==> src/hw/rtl/jpke_pkg.sv <==
package jpke_pkg;

  // fixed field widths
  localparam int unsigned ButtonW   = 32;
  localparam int unsigned AxisW     = 16;
  localparam int unsigned MotionW   = 32;
  localparam int unsigned SrcW      = 6;
  localparam int unsigned CfgIdxW   = 3;
  localparam int unsigned CfgDataW  = 24;
  localparam int unsigned BtnCountW = 6;
  localparam int unsigned AxCountW  = 5;
  localparam int unsigned ThrW      = 16;
  localparam int unsigned ScaleW    = 24;

  localparam int unsigned DirectionCount = 16;
  localparam int unsigned DigitalAxes    = 4;
  localparam int unsigned BallAxes       = 6;

  // change bits: buttons low, directions above
  localparam int unsigned KeyEvents = ButtonW + DirectionCount;
  localparam int unsigned KeyIdxW   = $clog2(KeyEvents);

  localparam int unsigned ProdW     = AxisW + ScaleW;
  localparam int unsigned QuotW     = ProdW - 16;

  localparam logic [AxisW-1:0] HatFwd   = 16'd0;
  localparam logic [AxisW-1:0] HatRight = 16'd9000;
  localparam logic [AxisW-1:0] HatBack  = 16'd18000;
  localparam logic [AxisW-1:0] HatLeft  = 16'd27000;

  localparam int unsigned HatFwdBit   = 12;
  localparam int unsigned HatBackBit  = 13;
  localparam int unsigned HatRightBit = 14;
  localparam int unsigned HatLeftBit  = 15;

  localparam logic [ThrW-1:0]   ThresholdReset = 16'd4915;
  localparam logic [ScaleW-1:0] BallScaleReset = 24'd1311;

  localparam int unsigned QueueDepth = 2;

  typedef enum logic [CfgIdxW-1:0] {
    CFG_BUTTON_COUNT,
    CFG_AXIS_COUNT,
    CFG_HAS_HAT,
    CFG_THRESHOLD,
    CFG_BALL_SCALE
  } cfg_reg_e;

  typedef enum logic {
    EV_KEY,
    EV_MOTION
  } event_kind_e;

  // one classified sample, handed from front to back
  typedef struct packed {
    logic [KeyEvents-1:0] chg;
    logic [KeyEvents-1:0] val;
    logic                 mot;
    logic [MotionW-1:0]   mx;
    logic [MotionW-1:0]   my;
  } job_t;

endpackage

==> src/hw/rtl/jpke_front.sv <==
module jpke_front (
  input  logic                                 clk_i,
  input  logic                                 rst_ni,
  input  logic                                 cfg_we_i,
  input  logic [jpke_pkg::CfgIdxW-1:0]         cfg_idx_i,
  input  logic [jpke_pkg::CfgDataW-1:0]        cfg_wdata_i,
  input  logic                                 push_i,
  output logic                                 full_o,
  input  logic [jpke_pkg::ButtonW-1:0]         buttons_i,
  input  logic [jpke_pkg::AxisW-1:0]           axis_x_i,
  input  logic [jpke_pkg::AxisW-1:0]           axis_y_i,
  input  logic [jpke_pkg::AxisW-1:0]           axis_z_i,
  input  logic [jpke_pkg::AxisW-1:0]           axis_r_i,
  input  logic [jpke_pkg::AxisW-1:0]           axis_u_i,
  input  logic [jpke_pkg::AxisW-1:0]           axis_v_i,
  input  logic [jpke_pkg::AxisW-1:0]           hat_angle_i,
  output logic                                 job_push_o,
  output jpke_pkg::job_t                       job_o,
  input  logic                                 job_full_i
);
  import jpke_pkg::*;

  logic [BtnCountW-1:0] button_count_q;
  logic [AxCountW-1:0]  axis_count_q;
  logic                 has_hat_q;
  logic [ThrW-1:0]      threshold_q;
  logic [ScaleW-1:0]    ball_scale_q;

  logic [ButtonW-1:0]        prev_btn_q;
  logic [DirectionCount-1:0] prev_dir_q;

  logic                      s1_vld_q, s1_vld_d;
  logic [KeyEvents-1:0]      chg_q, chg_d;
  logic [KeyEvents-1:0]      val_q, val_d;
  logic [ProdW-1:0]          prod_u_q, prod_u_d, prod_v_q, prod_v_d;
  logic                      neg_u_q, neg_v_q, ball_q, ball_d;

  logic                      accept, s1_go, useful, mot;
  logic [ButtonW-1:0]        btn_en, btn_chg;
  logic [DirectionCount-1:0] dirs;
  logic [AxisW-1:0]          axis_dig [DigitalAxes];
  logic signed [AxisW+1:0]   off, thr_s;
  logic [AxisW-1:0]          mag_u, mag_v;
  logic [QuotW-1:0]          q_u, q_v;

  assign axis_dig[0] = axis_x_i;
  assign axis_dig[1] = axis_y_i;
  assign axis_dig[2] = axis_z_i;
  assign axis_dig[3] = axis_r_i;

  // classify the incoming sample
  always_comb begin
    thr_s = $signed({2'b00, threshold_q});
    off   = '0;
    dirs  = '0;
    for (int i = 0; i < ButtonW; i++) begin
      btn_en[i] = button_count_q > BtnCountW'(i);
    end
    btn_chg = (buttons_i ^ prev_btn_q) & btn_en;
    for (int i = 0; i < DigitalAxes; i++) begin
      off = $signed({2'b00, axis_dig[i]}) - $signed(18'sd32768);
      if (axis_count_q > AxCountW'(i)) begin
        if (off < -thr_s) begin
          dirs[2*i] = 1'b1;
        end else if (off > thr_s) begin
          dirs[2*i+1] = 1'b1;
        end
      end
    end
    if (has_hat_q) begin
      if (hat_angle_i == HatFwd) begin
        dirs[HatFwdBit] = 1'b1;
      end else if (hat_angle_i == HatBack) begin
        dirs[HatBackBit] = 1'b1;
      end else if (hat_angle_i == HatRight) begin
        dirs[HatRightBit] = 1'b1;
      end else if (hat_angle_i == HatLeft) begin
        dirs[HatLeftBit] = 1'b1;
      end
    end
    chg_d = {dirs ^ prev_dir_q, btn_chg};
    val_d = {dirs, buttons_i};
    // magnitude of the offset from centre
    mag_u = axis_u_i[AxisW-1] ? {1'b0, axis_u_i[AxisW-2:0]}
                              : AxisW'(17'd32768 - {1'b0, axis_u_i});
    mag_v = axis_v_i[AxisW-1] ? {1'b0, axis_v_i[AxisW-2:0]}
                              : AxisW'(17'd32768 - {1'b0, axis_v_i});
    prod_u_d = ProdW'(mag_u) * ProdW'(ball_scale_q);
    prod_v_d = ProdW'(mag_v) * ProdW'(ball_scale_q);
    ball_d   = axis_count_q >= AxCountW'(BallAxes);
  end

  // second stage: sign and hand over
  always_comb begin
    q_u = prod_u_q[ProdW-1:16];
    q_v = prod_v_q[ProdW-1:16];
    mot = ball_q && ((q_u != '0) || (q_v != '0));
    useful = (chg_q != '0) || mot;
    job_o.chg = chg_q;
    job_o.val = val_q;
    job_o.mot = mot;
    job_o.mx  = neg_u_q ? MotionW'(0) - MotionW'(q_u) : MotionW'(q_u);
    job_o.my  = neg_v_q ? MotionW'(0) - MotionW'(q_v) : MotionW'(q_v);
    job_push_o = s1_vld_q && useful && !job_full_i;
    s1_go      = s1_vld_q && (!useful || !job_full_i);
    full_o     = s1_vld_q && !s1_go;
    accept     = push_i && !full_o;
    s1_vld_d   = accept || (s1_vld_q && !s1_go);
  end

  always_ff @(posedge clk_i or negedge rst_ni) begin
    if (!rst_ni) begin
      button_count_q <= '0;
      axis_count_q   <= '0;
      has_hat_q      <= 1'b0;
      threshold_q    <= ThresholdReset;
      ball_scale_q   <= BallScaleReset;
      prev_btn_q     <= '0;
      prev_dir_q     <= '0;
      s1_vld_q       <= 1'b0;
    end else begin
      if (cfg_we_i) begin
        case (cfg_idx_i)
          CFG_BUTTON_COUNT: button_count_q <= cfg_wdata_i[BtnCountW-1:0];
          CFG_AXIS_COUNT:   axis_count_q   <= cfg_wdata_i[AxCountW-1:0];
          CFG_HAS_HAT:      has_hat_q      <= cfg_wdata_i[0];
          CFG_THRESHOLD:    threshold_q    <= cfg_wdata_i[ThrW-1:0];
          CFG_BALL_SCALE:   ball_scale_q   <= cfg_wdata_i[ScaleW-1:0];
          default: ;
        endcase
      end
      if (accept) begin
        prev_btn_q <= buttons_i;
        prev_dir_q <= dirs;
      end
      s1_vld_q <= s1_vld_d;
    end
  end

  always_ff @(posedge clk_i) begin
    if (accept) begin
      chg_q    <= chg_d;
      val_q    <= val_d;
      prod_u_q <= prod_u_d;
      prod_v_q <= prod_v_d;
      neg_u_q  <= !axis_u_i[AxisW-1];
      neg_v_q  <= !axis_v_i[AxisW-1];
      ball_q   <= ball_d;
    end
  end

endmodule

==> src/hw/rtl/jpke_fifo.sv <==
module jpke_fifo #(
  parameter int unsigned Depth = jpke_pkg::QueueDepth
) (
  input  logic           clk_i,
  input  logic           rst_ni,
  input  logic           push_i,
  input  jpke_pkg::job_t data_i,
  output logic           full_o,
  input  logic           pop_i,
  output jpke_pkg::job_t data_o,
  output logic           empty_o
);
  import jpke_pkg::*;

  localparam int unsigned PtrW = (Depth > 1) ? $clog2(Depth) : 1;
  localparam int unsigned CntW = $clog2(Depth + 1);

  job_t            mem_q [Depth];
  logic [PtrW-1:0] wr_ptr_q, rd_ptr_q;
  logic [CntW-1:0] cnt_q;

  assign full_o  = cnt_q == CntW'(Depth);
  assign empty_o = cnt_q == '0;
  assign data_o  = mem_q[rd_ptr_q];

  always_ff @(posedge clk_i or negedge rst_ni) begin
    if (!rst_ni) begin
      wr_ptr_q <= '0;
      rd_ptr_q <= '0;
      cnt_q    <= '0;
    end else begin
      if (push_i) begin
        wr_ptr_q <= (wr_ptr_q == PtrW'(Depth - 1)) ? '0 : wr_ptr_q + 1'b1;
      end
      if (pop_i) begin
        rd_ptr_q <= (rd_ptr_q == PtrW'(Depth - 1)) ? '0 : rd_ptr_q + 1'b1;
      end
      if (push_i && !pop_i) begin
        cnt_q <= cnt_q + 1'b1;
      end else if (pop_i && !push_i) begin
        cnt_q <= cnt_q - 1'b1;
      end
    end
  end

  always_ff @(posedge clk_i) begin
    if (push_i) begin
      mem_q[wr_ptr_q] <= data_i;
    end
  end

  a_cnt_bound: assert property (@(posedge clk_i) disable iff (!rst_ni)
    cnt_q <= CntW'(Depth)) else $error("queue count beyond depth");
  a_no_overflow: assert property (@(posedge clk_i) disable iff (!rst_ni)
    push_i |-> !full_o) else $error("push into full queue");
  a_no_underflow: assert property (@(posedge clk_i) disable iff (!rst_ni)
    pop_i |-> !empty_o) else $error("pop from empty queue");

endmodule

==> src/hw/rtl/jpke_back.sv <==
module jpke_back (
  input  logic                              clk_i,
  input  logic                              rst_ni,
  input  logic                              job_empty_i,
  input  jpke_pkg::job_t                    job_i,
  output logic                              job_pop_o,
  input  logic                              pop_i,
  output logic                              empty_o,
  output logic                              event_kind_o,
  output logic [jpke_pkg::SrcW-1:0]         source_index_o,
  output logic                              pressed_o,
  output logic signed [jpke_pkg::MotionW-1:0] motion_x_o,
  output logic signed [jpke_pkg::MotionW-1:0] motion_y_o,
  output logic                              last_o
);
  import jpke_pkg::*;

  typedef enum logic {
    ST_IDLE,
    ST_SCAN
  } state_e;

  state_e               state_q, state_d;
  logic [KeyIdxW-1:0]   idx_q, idx_d;
  logic [KeyEvents-1:0] rem_q, rem_d, val_q, val_d;
  logic                 mot_q, mot_d;
  logic [MotionW-1:0]   mx_q, mx_d, my_q, my_d;

  logic                 out_vld_q, out_vld_d;
  event_kind_e          out_kind_q, out_kind_d;
  logic [SrcW-1:0]      out_src_q, out_src_d;
  logic                 out_prs_q, out_prs_d;
  logic [MotionW-1:0]   out_mx_q, out_mx_d, out_my_q, out_my_d;
  logic                 out_last_q, out_last_d;

  logic [KeyEvents-1:0] bit_sel, rem_clr;
  logic                 out_free, key_last;

  always_comb begin
    state_d    = state_q;
    idx_d      = idx_q;
    rem_d      = rem_q;
    val_d      = val_q;
    mot_d      = mot_q;
    mx_d       = mx_q;
    my_d       = my_q;
    out_vld_d  = out_vld_q && !pop_i;
    out_kind_d = out_kind_q;
    out_src_d  = out_src_q;
    out_prs_d  = out_prs_q;
    out_mx_d   = out_mx_q;
    out_my_d   = out_my_q;
    out_last_d = out_last_q;
    job_pop_o  = 1'b0;
    out_free   = !out_vld_q || pop_i;
    bit_sel    = KeyEvents'(1) << idx_q;
    rem_clr    = rem_q & ~bit_sel;
    key_last   = (rem_clr == '0) && !mot_q;
    case (state_q)
      ST_IDLE: begin
        if (!job_empty_i) begin
          job_pop_o = 1'b1;
          rem_d     = job_i.chg;
          val_d     = job_i.val;
          mot_d     = job_i.mot;
          mx_d      = job_i.mx;
          my_d      = job_i.my;
          idx_d     = '0;
          state_d   = ST_SCAN;
        end
      end
      ST_SCAN: begin
        if (rem_q == '0) begin
          if (!mot_q) begin
            state_d = ST_IDLE;
          end else if (out_free) begin
            out_vld_d  = 1'b1;
            out_kind_d = EV_MOTION;
            out_src_d  = '0;
            out_prs_d  = 1'b0;
            out_mx_d   = mx_q;
            out_my_d   = my_q;
            out_last_d = 1'b1;
            state_d    = ST_IDLE;
          end
        end else if ((rem_q & bit_sel) == '0) begin
          idx_d = idx_q + 1'b1;
        end else if (out_free) begin
          idx_d      = idx_q + 1'b1;
          rem_d      = rem_clr;
          out_vld_d  = 1'b1;
          out_kind_d = EV_KEY;
          out_src_d  = SrcW'(idx_q);
          out_prs_d  = val_q[idx_q];
          out_mx_d   = '0;
          out_my_d   = '0;
          out_last_d = key_last;
          if (key_last) begin
            state_d = ST_IDLE;
          end
        end
      end
      default: state_d = ST_IDLE;
    endcase
  end

  always_ff @(posedge clk_i or negedge rst_ni) begin
    if (!rst_ni) begin
      state_q    <= ST_IDLE;
      idx_q      <= '0;
      rem_q      <= '0;
      val_q      <= '0;
      mot_q      <= 1'b0;
      mx_q       <= '0;
      my_q       <= '0;
      out_vld_q  <= 1'b0;
      out_kind_q <= EV_KEY;
      out_src_q  <= '0;
      out_prs_q  <= 1'b0;
      out_mx_q   <= '0;
      out_my_q   <= '0;
      out_last_q <= 1'b0;
    end else begin
      state_q    <= state_d;
      idx_q      <= idx_d;
      rem_q      <= rem_d;
      val_q      <= val_d;
      mot_q      <= mot_d;
      mx_q       <= mx_d;
      my_q       <= my_d;
      out_vld_q  <= out_vld_d;
      out_kind_q <= out_kind_d;
      out_src_q  <= out_src_d;
      out_prs_q  <= out_prs_d;
      out_mx_q   <= out_mx_d;
      out_my_q   <= out_my_d;
      out_last_q <= out_last_d;
    end
  end

  assign empty_o        = !out_vld_q;
  assign event_kind_o   = out_kind_q;
  assign source_index_o = out_src_q;
  assign pressed_o      = out_prs_q;
  assign motion_x_o     = $signed(out_mx_q);
  assign motion_y_o     = $signed(out_my_q);
  assign last_o         = out_last_q;

  a_scan_ends: assert property (@(posedge clk_i) disable iff (!rst_ni)
    (state_q == ST_SCAN && rem_q == '0 && !mot_q) |=> state_q == ST_IDLE)
    else $error("scan did not finish on empty job");
  a_motion_shape: assert property (@(posedge clk_i) disable iff (!rst_ni)
    (out_vld_q && out_kind_q == EV_MOTION) |->
      (out_src_q == '0 && !out_prs_q && out_last_q))
    else $error("malformed motion event");
  a_key_range: assert property (@(posedge clk_i) disable iff (!rst_ni)
    (out_vld_q && out_kind_q == EV_KEY) |->
      (out_src_q <= SrcW'(KeyEvents - 1) && out_mx_q == '0 && out_my_q == '0))
    else $error("malformed key event");
  a_last_frees: assert property (@(posedge clk_i) disable iff (!rst_ni)
    (state_q == ST_SCAN && out_free && rem_q != '0 && (rem_q & bit_sel) != '0
      && key_last) |=> state_q == ST_IDLE)
    else $error("back stayed busy after last event");

endmodule

==> src/hw/rtl/joystick_poll_to_key_events.sv <==
// joystick poll to key events
//
// input channel: a poll sample (button mask, six axes, hat angle) is taken on
// a rising edge with push high and full low. result channel: while empty is
// low the oldest event is on the result ports; pop transfers it.
// the front stage classifies a sample (threshold compares, hat decode, change
// masks, ball scaling multiply) and drops it into a short job queue; the back
// scans the 48 change bits one per cycle (a set bit waits while the event
// register is held), buttons first, then directions, then the optional motion
// event, and flags the final one as last. a sample is registered in the front
// stage, pushed into the queue, loaded into the back's scan registers and then
// into the event register. the back takes a new job only once its scan is
// done; the front keeps accepting samples while the queue has room.
// samples that change nothing produce no events and cost the back nothing.
// a stalled receiver (pop low) holds the event register; the back waits, the
// queue fills, then full rises and the front holds its sample.
// reset clears previous button and direction masks, empties the queue and
// loads register defaults (threshold 4915, ball scale 1311, counts zero).
// configuration writes take effect on the next edge; write only while idle.
module joystick_poll_to_key_events #(
  parameter int unsigned QueueDepth = jpke_pkg::QueueDepth
) (
  input  logic                                clk_i,
  input  logic                                rst_ni,
  input  logic                                cfg_we_i,
  input  logic [jpke_pkg::CfgIdxW-1:0]        cfg_idx_i,
  input  logic [jpke_pkg::CfgDataW-1:0]       cfg_wdata_i,
  input  logic                                push,
  output logic                                full,
  input  logic [jpke_pkg::ButtonW-1:0]        buttons_i,
  input  logic [jpke_pkg::AxisW-1:0]          axis_x_i,
  input  logic [jpke_pkg::AxisW-1:0]          axis_y_i,
  input  logic [jpke_pkg::AxisW-1:0]          axis_z_i,
  input  logic [jpke_pkg::AxisW-1:0]          axis_r_i,
  input  logic [jpke_pkg::AxisW-1:0]          axis_u_i,
  input  logic [jpke_pkg::AxisW-1:0]          axis_v_i,
  input  logic [jpke_pkg::AxisW-1:0]          hat_angle_i,
  output logic                                empty,
  input  logic                                pop,
  output logic                                event_kind_o,
  output logic [jpke_pkg::SrcW-1:0]           source_index_o,
  output logic                                pressed_o,
  output logic signed [jpke_pkg::MotionW-1:0] motion_x_o,
  output logic signed [jpke_pkg::MotionW-1:0] motion_y_o,
  output logic                                last_o
);
  import jpke_pkg::*;

  // job queue between classification and event emission
  logic job_push, job_full, job_pop, job_empty;
  job_t job_in, job_out;

  jpke_front u_front (
    .clk_i       (clk_i),
    .rst_ni      (rst_ni),
    .cfg_we_i    (cfg_we_i),
    .cfg_idx_i   (cfg_idx_i),
    .cfg_wdata_i (cfg_wdata_i),
    .push_i      (push),
    .full_o      (full),
    .buttons_i   (buttons_i),
    .axis_x_i    (axis_x_i),
    .axis_y_i    (axis_y_i),
    .axis_z_i    (axis_z_i),
    .axis_r_i    (axis_r_i),
    .axis_u_i    (axis_u_i),
    .axis_v_i    (axis_v_i),
    .hat_angle_i (hat_angle_i),
    .job_push_o  (job_push),
    .job_o       (job_in),
    .job_full_i  (job_full)
  );

  jpke_fifo #(
    .Depth (QueueDepth)
  ) u_fifo (
    .clk_i   (clk_i),
    .rst_ni  (rst_ni),
    .push_i  (job_push),
    .data_i  (job_in),
    .full_o  (job_full),
    .pop_i   (job_pop),
    .data_o  (job_out),
    .empty_o (job_empty)
  );

  // one event register on the result side decouples the receiver
  jpke_back u_back (
    .clk_i          (clk_i),
    .rst_ni         (rst_ni),
    .job_empty_i    (job_empty),
    .job_i          (job_out),
    .job_pop_o      (job_pop),
    .pop_i          (pop),
    .empty_o        (empty),
    .event_kind_o   (event_kind_o),
    .source_index_o (source_index_o),
    .pressed_o      (pressed_o),
    .motion_x_o     (motion_x_o),
    .motion_y_o     (motion_y_o),
    .last_o         (last_o)
  );

endmodule

==> config.mk <==
export PLATFORM = sky130hd
export DESIGN_NAME = joystick_poll_to_key_events
export DESIGN_NICKNAME = d
export VERILOG_FILES = /design/src/hw/rtl/jpke_pkg.sv /design/src/hw/rtl/jpke_front.sv /design/src/hw/rtl/jpke_fifo.sv /design/src/hw/rtl/jpke_back.sv /design/src/hw/rtl/joystick_poll_to_key_events.sv
export SDC_FILE = /design/constraint.sdc
export NUM_CORES = 2
export LEC_CHECK = 0
export ABC_CLOCK_PERIOD_IN_PS = 11100
export CORE_AREA = 10 10 434 436
export CTS_CLUSTER_SIZE = 10
export DETAILED_ROUTE_END_ITERATION = 10
export DIE_AREA = 0 0 444 446
export DONT_BUFFER_PORTS = 1
export GPL_TIMING_DRIVEN = 0
export SYNTH_ARGS = -nofsm -noshare
export SYNTH_HDL_FRONTEND = slang
export SYNTH_SLANG_ARGS = --single-unit
==> constraint.sdc <==
create_clock -name clk_i -period 11.1 [get_ports clk_i]
set_clock_uncertainty 0.2 [all_clocks]
set_input_delay 1.11 -clock clk_i [delete_from_list [all_inputs] [get_ports clk_i]]
set_output_delay 1.11 -clock clk_i [all_outputs]
set_load 0.05 [all_outputs]
=== Word level (Yosys, flattened, before mapping) ===
Memories as Yosys holds them, arrays and structs flattened.
Cells that the tools add are included.
W data, S select, Z words.

* Eq/ne operators: 15
* Magnitude comparators: 46
* Bitwise operators: 8
* Multiplexer cells: 85
* Shift operators: 1
* Add/subtract/negate cells: 14
* Multiply operators: 2
* Reduce and logical (&&, ||, !) cells: 45

{| class="wikitable"
|+ Operators with widths
! cell !! number
|-
| $mux W32 || 10
|-
| $mux W48 || 4
|-
| $logic_not A48 Y1 || 3
|-
| $and A48 B48 Y48 || 2
|-
| $gt A6 B5 Y1 const B || 16
|-
| $pmux W48 S2 || 1
|-
| $mul A16 B24 Y40 || 2
|-
| $gt A18 B17 Y1 || 4
|-
| $lt A18 B18 Y1 || 4
|-
| $sub A16 B16 Y17 const B || 4
|-
| $mux W6 || 9
|-
| $sub A1 B24 Y25 const A || 2
|-
| $gt A6 B4 Y1 const B || 8
|-
| $not A48 Y48 || 1
|-
| $reduce_bool A24 Y1 || 2
|-
| $reduce_bool A48 Y1 || 1
|-
| $shl A1 B6 Y48 const A || 1
|-
| $mux W1 || 47
|-
| $and A32 B32 Y32 || 1
|-
| $eq A16 B15 Y1 const B || 2
|-
| $mux W16 || 2
|-
| $sub A16 B16 Y16 const A || 2
|-
| $xor A32 B32 Y32 || 1
|-
| $gt A6 B3 Y1 const B || 4
|-
| 37 further kinds || 83
|}

* Input bits: 176
* RAM bits: 314
* Memories: 1
* Logic and storage cells: 249
* Register bits after elaboration: 518
* Output and inout port bits: 75

{| class="wikitable"
|+ Memories
! memory !! depth !! width !! rd ports !! clocked after Yosys merged registers in !! write ports !! RTL line !! source
|-
| u_fifo.mem_q || 2 || 157 || 1 || 0 || 1 || jpke_fifo.sv:18 || <nowiki>job_t mem_q [Depth];</nowiki>
|}

=== Longest topological paths before layout ===
* Depth in word-level cells: 12
* Gate-level depth with buffers: 31
* Gate-level depth less buffers: 29

=== By module ===
From an unflattened synthesis, not the netlist that was laid out.

* Cells, all modules: 5849
* Area, all modules: 62149.6 µm²

{| class="wikitable"
|+ Modules (own cells, without submodules)
! module !! instances !! seq. area each (µm²) !! area each (µm²) !! cells an instance
|-
| jpke_front || 1 || 6618.8 || 37997.7 || 4011
|-
| jpke_fifo || 1 || 9769.4 || 12121.6 || 517
|-
| jpke_back || 1 || 6055.8 || 12030.3 || 1321
|}

=== Worst setup path before layout ===
OpenSTA, ideal clock, no wires.

* Kind: flip-flop to flip-flop
* From: register u_front.prod_v_q[16]
* To: memory u_fifo.mem_q[0][0] in the netlist's numbering (enable)
* Data arrival time: 7919 ps
* Stages on the path, launching flop included: 11
* Period minus slack after synthesis: 8775 ps
* Required time: 10244 ps
* Setup time: 656 ps
* Buffers on the path: 1
* Slack: 2325 ps
* Cell sequence: edfxtp_1 -> inv_1 -> ha_1 -> nand3_1 -> or2_2 -> clkbuf_1 -> or4_4 -> o41a_1 -> o41a_1 -> a21boi_1 -> nor2b_1

{| class="wikitable"
|+ RTL lines
! element !! RTL line !! source
|-
| from (decl) || jpke_front.sv:35 || <nowiki>logic [ProdW-1:0] prod_u_q, prod_u_d, prod_v_q, prod_v_d;</nowiki>
|-
| from (signal assigned) || jpke_front.sv:145 || <nowiki>prod_v_q <= prod_v_d;</nowiki>
|-
| to (decl) || jpke_fifo.sv:18 ||
|}

=== Worst setup path in the final report ===
* From: input port axis_u_i[0] in the netlist's numbering
* To: register u_front.prod_u_q[38], data pin

* Longest elaborated chain between the ends: 3

{| class="wikitable"
|+ Ends and longest elaborated chain
! element !! RTL line !! source
|-
| from (decl) || joystick_poll_to_key_events.sv:35 || <nowiki>input logic [jpke_pkg::AxisW-1:0] axis_u_i,</nowiki>
|-
| $sub A16 B16 Y16 || jpke_front.sv:85 || <nowiki>: AxisW'(17'd32768 - {1'b0, axis_u_i});</nowiki>
|-
| $mux W16 * || jpke_front.sv:84 || <nowiki>mag_u = axis_u_i[AxisW-1] ? {1'b0, axis_u_i[AxisW-2:0]}</nowiki>
|-
| $mul A16 B24 Y40 * || jpke_front.sv:88 || <nowiki>prod_u_d = ProdW'(mag_u) * ProdW'(ball_scale_q);</nowiki>
|-
| via u_front.prod_u_d[38] || jpke_front.sv:35 ||
|-
| to (signal assigned) || jpke_front.sv:144 || <nowiki>prod_u_q <= prod_u_d;</nowiki>
|-
| to (decl) || jpke_front.sv:35 ||
|}

The timed path passes the listed nets; every way through them passes the cells marked *.
A chain may end at the register's enable or synchronous reset.

==> results.toml <==
[placement]
globalplace.congestion = 0.989
placed_area_sq_um = 60400
dp_hpwl_um = 147000
portBuffers = 0

[logic_synthesis]
syn_area_sq_um = 57100
synth_cells = 5431
syn_nets = 6579
synth_seq_area_share = 0.356
yosys_warnings = 0
synth-edff-count = 417
ys.flop_type = "edfxtp_1"
synth.avg_cell_area_sq_um = 10.5
ys_types = 79
synth_seq_cells = 728
synthArstFlopShare = 0.427

[worst_setup_path]
path_class = "in -> reg"
slowest_stage = "a211oi_1"
reg2reg_slack_ps = 2470
cpPeakStageDelay_ps = 930
cp_max_fo = 10
cp-end-kind = "register"
rr_endpoint = "u_front.prod_u_q[38]"
r2r_cells = 18
startpoint_type = "input port"
crit_path_frequent_cell = "fa_1"
critPathArrivalTime_ps = 10760
r2r_start = "u_front.ball_scale_q[0]"
crit_required_ps = 11450

[cts]
clock_sinks = 728
cts_buffer_depth = 3
cts_tree = "done"
clkTransAtPathRegs_ps = 60
root_buffer = "clkbuf_16"
clk_latency_ps = 700
h-tree-depth = 3
numCtsBuffers = 87

[finish]
final_cell_area_sq_um = 63300
fillCellCount = 17900
syn2layout_area_growth_pct = 10.8
multi_input_area_sq_um = 32600
nets = 6681
drive_above_1_share = 0.0506
register_area_sq_um = 20300

[floorplanning]
core-area_sq_um = 180000
rows = 156
die_w_um = 444
start_util = 0.318
dieArea_sq_um = 198000
dieHeight_um = 446
ios = 251

[grt]
grt_max_degree = 263
gr-total-overflow = 0
grt_antenna_before_repair = 21
grt_pass1_vias = 41700
grt_util_all_layers = 0.184
grt_pass1_wl_um = 275000

[sta]
timing.final.crit_period_ps = 10410
fmaxAchievable_mhz = 96.1
grt_setup_unrepaired = "no"
final.period_utilization = 0.938
hold_viol = 0
maxSlewHeadroom = 0.00169
final-max-slew-violation-count = 0
setup_violations = 0
tightest_slew_ps = 1490
totalNegativeSetupSlack_ps = 0

[detailed_routing]
vias_per_cell = 5.00
wl_um = 185000
first_pass_iters = 5
wl_per_cell_um = 23.1
vias = 40000
drc = 0
drtIter0Drc = 2962
drt.antenna.violating_nets = 0

[run_status]
outcome = "finished with violations"
violations = "capacitance limit"

[job]
maxCapViolations = 1

[worst_hold_path]
min_path_type = "in -> async"
==> cells in the mapped netlist (all sizes together), types with 98 or more instances <==
library cell	count	area, sq um
a21oi	160	801
and2	255	1600
clkbuf	261	980
dfrtp	297	7430
edfxtp	417	12500
fa	610	12200
ha	362	4530
inv	814	3060
mux2	98	1250
mux2i	147	1470
nand2	829	3110
o21ai	295	1480
xnor2	123	1080
==> timing repair <==
| action | 4_1_cts | 5_1_grt |
|---|---|---|
| hold endpoints to repair | 262 | 0 |
| hold buffers | 2 | 0 |
| resized for setup | 0 | 0 |
| setup buffers | 0 | 0 |
==> how the worst max path moves through the flow <==
stage / startpoint / endpoint / slack [ps] / depth (start not counted)
after global routing: axis_u_i[0] / u_front.prod_u_q[38] / 170 / 29
after floorplan: u_front.prod_v_q[16] / u_fifo.mem_q[0][0] / 2330 / 10
after detailed placement: axis_u_i[0] / u_front.prod_u_q[38] / 30 / 29
after CTS: axis_u_i[0] / u_front.prod_u_q[38] / 730 / 29
after global placement: u_front.prod_v_q[16] / u_fifo.mem_q[0][85] / -2410 / 10
final: axis_u_i[0] / u_front.prod_u_q[38] / 690 / 29
==> cell families after synthesis <==
| family | count (synthesis) | share of synthesized area |
|---|---|---|
| xor gates and xnor gates | 176 | 0.0270 |
| and+or+nand+nor | 1488 | 0.123 |
| buffers and inverters | 1097 | 0.0738 |
| AOI/OAI and AO/OA | 712 | 0.0747 |
| DFF | 728 | 0.356 |
| adders and majority gates | 972 | 0.293 |
| muxes | 258 | 0.0527 |
==> cell usage in the layout, fill, tap and decap left out, types with 13 or more instances in the layout <==
master     netlist  routed
buf_4           14      15
xor2_1          53      53
a21o_1          62      62
fa_1           610     610
dfrtp_1        297     297
nor2_1          96      96
o21a_1          34      34
inv_1          810     810
or3_1           19      19
clkbuf_16        0      88
o21ai_0        141     141
and2_1         255     254
xnor2_1        123     123
a21oi_1        160     160
o22ai_1         14      14
o211ai_1        17      17
clkbuf_1       261     313
o31ai_1         22      22
nor2b_1         24      23
mux4_2          13      13
mux2_2          52      52
and4_1          13      13
a31oi_1         19      19
diode_2          0      31
and3_1          13      13
nand4_1         32      32
nand3_1         45      45
mux2i_1        147     147
nor4_1          40      40
nand2b_1        20      20
nand2_1        829     829
o21ai_1        154     154
nor3_1          43      42
dfstp_2         14      14
mux2_4          39      39
ha_1           362     362
edfxtp_1       417     417
==> per-stage QoR <==
step / hold slack [ps] / setup WS [ps] / cells / utilization
2_1_floorplan: 221 / 2330 / 5431 / -
3_3_place_gp: 222 / -2410 / 7801 / 0.334
3_5_place_dp: 231 / 31.1 / 7811 / 0.336
4_1_cts: 34.3 / 729 / 7977 / 0.352
5_1_grt: 61.8 / 173 / 7994 / 0.352
6_report: 85.6 / 692 / 8009 / 0.352
==> final cells by class <==
cell class / count / share of cell area
Multi-Input combinational cell: 3606 / 0.515
Sequential cell: 728 / 0.321
Inverter: 814 / 0.0483
Tap cell: 2370 / 0.0468
Clock buffer: 149 / 0.0395
Buffer: 283 / 0.0184
Clock inverter: 15 / 0.00460
Timing Repair Buffer: 13 / 0.00460
Antenna cell: 31 / 0.00123
==> layer usage <==
layer  GRT usage  vias to the layer above  routed length, um
met1       0.213                    20300              70100
met5           0                        -                 92
li1            -                    18000                  -
met4      0.0965                       14              11000
met3      0.0366                      358              12300
met2       0.321                     1382              91400
==> registers in the layout, summed over array words and instances (netlist names), 25 cells and up <==
signal,flops
u_back.motion_x_o,25
u_back.motion_y_o,25
u_back.mx_q,25
u_back.my_q,25
u_back.rem_q,48
u_back.val_q,44
u_fifo.mem_q,278
u_front.chg_q,44
u_front.prev_btn_q,32
u_front.val_q,44
==> critical path, delay by kind of cell <==
kind,cells,cell delay [ps]
adders and majority gates,8,3670
xor gates and xnor gates,1,620
and+or+nand+nor,6,1170
buffers and inverters,7,1500
AOI/OAI and AO/OA,7,2640
Power is not shown: default switching activity piles up to over one toggle a cycle in this logic, so the estimate is an artifact.
